<file path="config.mk">
export PLATFORM = sky130hd
export DESIGN_NAME = sor_ctrl
export DESIGN_NICKNAME = d
export VERILOG_FILES = /design/src/hdl/sor_pkg.sv /design/src/hdl/sor_ctrl.sv
export SDC_FILE = /design/constraint.sdc
export NUM_CORES = 1
export LEC_CHECK = 0
export BUFFER_PORTS_ARGS = -buffer_cell sky130_fd_sc_hd__clkbuf_2
export CORE_AREA = 2 2 39 41
export DETAILED_ROUTE_END_ITERATION = 7
export DIE_AREA = 0 0 41 43
export GPL_ROUTABILITY_DRIVEN = 0
export MAX_ROUTING_LAYER = met4
export PLACE_DENSITY_LB_ADDON = 0.08
export SYNTH_ARGS = -nofsm -noshare
export SYNTH_HDL_FRONTEND = slang
export SYNTH_SLANG_ARGS = --single-unit
</file>
<file path="constraint.sdc">
create_clock -name clk -period 0.9 [get_ports clk]
set_input_delay 0.135 -clock clk [delete_from_list [all_inputs] [get_ports clk]]
set_output_delay 0.135 -clock clk [all_outputs]
set_load 0.03 [all_outputs]
</file>
<file path="src/hdl/sor_pkg.sv">
// Shared constants, register codes and control types for the spiral-order matrix reader.
`default_nettype none
package sor_pkg;

  // Default sizing of the top level
  localparam int MAX_DIM_DEF    = 32;
  localparam int DATA_WIDTH_DEF = 32;

  // Fixed port field widths
  localparam int ELEM_W    = 32;
  localparam int INDEX_W   = 5;
  localparam int CFG_W     = 6;
  localparam int CFG_IDX_W = 1;

  // Configuration register indexes
  localparam logic [CFG_IDX_W-1:0] REG_NUM_ROWS = 1'd0;
  localparam logic [CFG_IDX_W-1:0] REG_NUM_COLS = 1'd1;

  // Register reset values
  localparam logic [CFG_W-1:0] DIM_RESET = 6'd32;

  // Input item modes
  localparam logic MODE_LOAD = 1'b0;
  localparam logic MODE_EMIT = 1'b1;

  // Spiral side codes
  localparam logic [1:0] SIDE_TOP    = 2'd0;
  localparam logic [1:0] SIDE_RIGHT  = 2'd1;
  localparam logic [1:0] SIDE_BOTTOM = 2'd2;
  localparam logic [1:0] SIDE_LEFT   = 2'd3;

  // Controller to datapath commands
  typedef struct packed {
    logic load;     // write input value at load pointer
    logic issue;    // read memory at cursor, latch position
    logic deliver;  // fill output register, advance cursor
    logic step;     // move cursor to start of next side
  } sor_cmd_t;

  // Datapath to controller status
  typedef struct packed {
    logic last_pending;  // latched item is final element of spiral
    logic pos_ok;        // cursor points at a walked position
  } sor_sts_t;

endpackage
`default_nettype wire

</file>
<file path="src/hdl/sor_ctrl.sv">
// Control state machine: sequences load, read, deliver and cursor stepping.
`default_nettype none
module sor_ctrl (
  input  wire logic             clk,
  input  wire logic             rst_n,
  input  wire logic             in_valid,
  input  wire logic             in_mode,
  output logic                  in_ready,
  output logic                  out_valid,
  input  wire logic             out_ready,
  input  wire sor_pkg::sor_sts_t sts,
  output sor_pkg::sor_cmd_t     cmd
);
  import sor_pkg::*;

  localparam logic [1:0] ST_IDLE = 2'd0;
  localparam logic [1:0] ST_FILL = 2'd1;
  localparam logic [1:0] ST_NORM = 2'd2;

  logic [1:0] state_r, state_nxt;
  logic       out_valid_r, out_valid_nxt;
  logic       in_xfer;
  logic       slot_free;

  assign in_ready  = (state_r == ST_IDLE);
  assign in_xfer   = in_valid && in_ready;
  assign out_valid = out_valid_r;
  assign slot_free = !out_valid_r || out_ready;

  always_comb begin
    state_nxt     = state_r;
    out_valid_nxt = out_valid_r && !out_ready;
    cmd           = '0;
    unique case (state_r)
      ST_IDLE: begin
        if (in_xfer) begin
          if (in_mode == MODE_LOAD) begin
            cmd.load = 1'b1;
          end else begin
            cmd.issue = 1'b1;
            state_nxt = ST_FILL;
          end
        end
      end
      ST_FILL: begin
        if (slot_free) begin
          cmd.deliver   = 1'b1;
          out_valid_nxt = 1'b1;
          state_nxt     = sts.last_pending ? ST_IDLE : ST_NORM;
        end
      end
      ST_NORM: begin
        if (sts.pos_ok) begin
          state_nxt = ST_IDLE;
        end else begin
          cmd.step = 1'b1;
        end
      end
      default: begin
        state_nxt = ST_IDLE;
      end
    endcase
  end

  always_ff @(posedge clk) begin
    if (!rst_n) begin
      state_r     <= ST_IDLE;
      out_valid_r <= 1'b0;
    end else begin
      state_r     <= state_nxt;
      out_valid_r <= out_valid_nxt;
    end
  end

endmodule
`default_nettype wire

</file>
==> impl_results.md <==
- Area share of the largest cell type after synthesis: 34.8%
- Layout cells sized above 1: between 80% and 90%
- Status: finished with violations
- Overall Global Routing Usage: under 10%
- Hold Crit Start: rst_n
- Clock buffer depth: 2
- Max incr delay on CP: about 0.33 ns
- CP Data Required Time: between 0.7 and 0.8 ns
- Internal power: approximately 360 uW
- Mean Syn Cell Area: a little over 9 sq um
- Synth cell types: 14
- Port-buffer cells: 12
- Clock Skew: between 0.002 and 0.003 ns
- Worst-case vdd ir drop: 0.432 mV
- Worst slew margin: between 80% and 90%
- CP endpoint kind: output pin
- Starting DRT DRC Count: 1
- Sink Count: 3
- # DRC: 0
- Total CTS buffers: 3
- Initial core utilization: around 12%
- Routed via count: 220
- Crit path max fanout: 4
- Fraction of the yosys area taken by sequential cells: between 30% and 40%
- Post-Layout Cell Count: 55
- Antenna violations before repair: 0
- Pwr per Cell Area: between 1000 and 1500 nW/um^2
- Hold path cells: 2
- Reg-to-Reg Start: out_valid
- Shortest period the worst path allows: around 1.2 ns
- First-pass GRT wire length: 821 um
- Flop pwr share: 28.5%
- Crit path cell chain: and2b_2, nor2_4, clkbuf_8
- Psw: between 100 and 150 uW
- Total power: slightly below 500 uW
- Vias in the first global route: between 200 and 250
- Largest net degree at the start of global routing: 7
- Clk pwr share: 48.2%
- Syn-to-layout area delta: 141%
- Reg clk slew, reported paths: approximately 0.04 ns
- CP Class: flip-flop to output pin
- Mapped cell area: 173 sq um
- Final Cycle Share: 132%
- Wire per inst: about 9.5 um
- Count of state elements after synthesis: 3
- Worst min path class: input port to flip-flop
- Syn Inst Count: 19
- Final Routed Wirelength: ~520 um
- R2R setup slack: -0.06 ns
- NumNets Final: 47
- Vias per cell: 4.00
- H-tree depth: 1
- Max-slew violations: 0
- ANT nets after route: 0
- RSZ-0062 raised after global routing: true
- Failing checks: setup timing
- Slowest-stage cell, CP: dfxtp_4
- Total grt overflow: 0
- Hold path endpoint: state_r[1]
- Dpl hpwl: 416 um
- # setup viols final: 7
- Slew @ Worst Pin: ~0.19 ns
- Fmax: about 0.84 GHz
- Yosys warns: 0
- Critical path startpoint category: flip-flop
- P_leak: roughly 0.20 nW
- R2R Path End: state_r[1]
- Core area: roughly 1400 sq um
- # IOs: 13
- Drt first pass iters: 3
- Sw frac: ~27%
- Combinational power share: between 20% and 30%
- Placed cells: between 40 and 50
- ANT cells: 0
- Root Buffer: clkbuf_4
- Die Ht: 43 um
- Synth top area cells: dfxtp_1, nor3b_2, nor3_2, o211a_1, and3b_1
- Worst-Skew Late Latency: 0.23 ns
- Syn Nets: 26
- Final hold violations: 0
- MaxCap Viol Count: 0
- Critical Path AT: about 1.1 ns
- CTS tree: yes
- Post-route worst setup slack: -0.292 ns
- Rows: 14
- Die Wd: between 40 and 50 um
- Synth area leader: dfxtp_1
- Die ar.: approximately 1800 sq um
- Worst r2r path cells: 3
-- per-stage QoR --
step | utilization [%] | setup TNS, ns | hold WS, ns | setup WS [ns] | instance area (sq um)
finish | 30.1 | -1.41 | 0.151 | -0.292 | 417
global route | 30.1 | -1.77 | 0.157 | -0.356 | 417
CTS | 29.1 | -1.56 | 0.153 | -0.310 | 403
detailed placement | 23.0 | -0.623 | 0.402 | -0.120 | 318
global placement | 23.0 | -0.589 | 0.385 | -0.114 | 318
floorplan | - | -0.251 | 0.258 | -0.0881 | 223
-- logic make-up (layout without fill, tap and decap cells) --
group           after synthesis  after routing  synth area share [%]
simple gates                 12             12                  50.0
compound gates                3              3                  13.0
flops                         3              3                  34.8
buf+inv                       1             21                  2.17
-- sequential cells by signal, indices dropped and copies added (netlist names) --
register / cells
out_valid: 1
state_r: 2
-- cells in the mapped netlist --
library cell / count
nor3b_2: 2
o211a_1: 1
and2b_1: 1
inv_1: 1
nor4b_1: 1
nor2_1: 2
nor3_1: 1
a21boi_1: 1
a21oi_1: 1
dfxtp_1: 3
nand2_1: 2
and3b_1: 1
nand2b_1: 1
nor3_2: 1
-- worst max path at each step --
| stage | cells after the start | from | slack, ns | end |
|---|---|---|---|---|
| floorplan | 2 | state_r[1] | -0.09 | state_r[1] |
| CTS | 3 | state_r[1] | -0.31 | cmd[1] |
| global placement | 3 | state_r[1] | -0.11 | cmd[1] |
| global route | 2 | state_r[0] | -0.36 | cmd[3] |
| detailed placement | 3 | state_r[1] | -0.12 | state_r[1] |
| finish | 3 | out_valid | -0.29 | cmd[1] |
-- layout make-up --
cell class                 count  area [sq um]
sequential                     3          71.3
timing repair buffer          16           138
tap                           16          20.0
clock buffer                   4          26.3
multi-input combinational     15           158
inverter                       1          3.75
fill                         158           967
-- what timing repair did --
| action | 4_1_cts | 5_1_grt |
|---|---|---|
| endpoints found under the hold margin | 0 | 0 |
| gates resized for setup | 13 | 3 |
| pin swaps | 2 | 0 |
| buffers inserted | 1 | 1 |
| endpoints found under the setup margin | 9 | 9 |
| gates cloned | 0 | 0 |
| hold buffers | 0 | 0 |
-- layout by cell type (no fill, tap or decap) --
cell and count:
clkbuf_2 6, buf_4 5, clkbuf_8 4, clkbuf_4 3, dfxtp_4 3, nor2_4 2, nand2_1 2, nor3_2 2
nor3b_4 1, and2b_2 1, nand2b_2 1, nor4b_4 1, inv_1 1, a21boi_1 1, and3b_1 1, a21oi_2 1
nor3b_2 1, o211a_1 1, clkbuf_1 1, buf_8 1
-- critical path, delay by kind of cell (launching register included) --
kind	cells	cell delay, ns
simple gates	2	0.34
flops	1	0.33
buf+inv	1	0.15
-- power by group through the flow --
stage                     logic (mW)  clock network (mW)  registers (mW)
after floorplan               0.0509                   0           0.147
after global placement        0.0927                   0           0.143
after detailed placement      0.0931                   0           0.144
after CTS                      0.112               0.251           0.140
after global routing           0.123               0.269           0.140
final                          0.114               0.236           0.140
-- routing by layer --
metal	part of all wire [%]	GRT usage, %	up-vias
met5	0	-	-
met4	0	6.00	0
met3	11	3.66	0
met2	46	9.69	11
met1	43	8.33	100
li1	-	-	109
No activity file was read; power rests on OpenSTA's default activity.
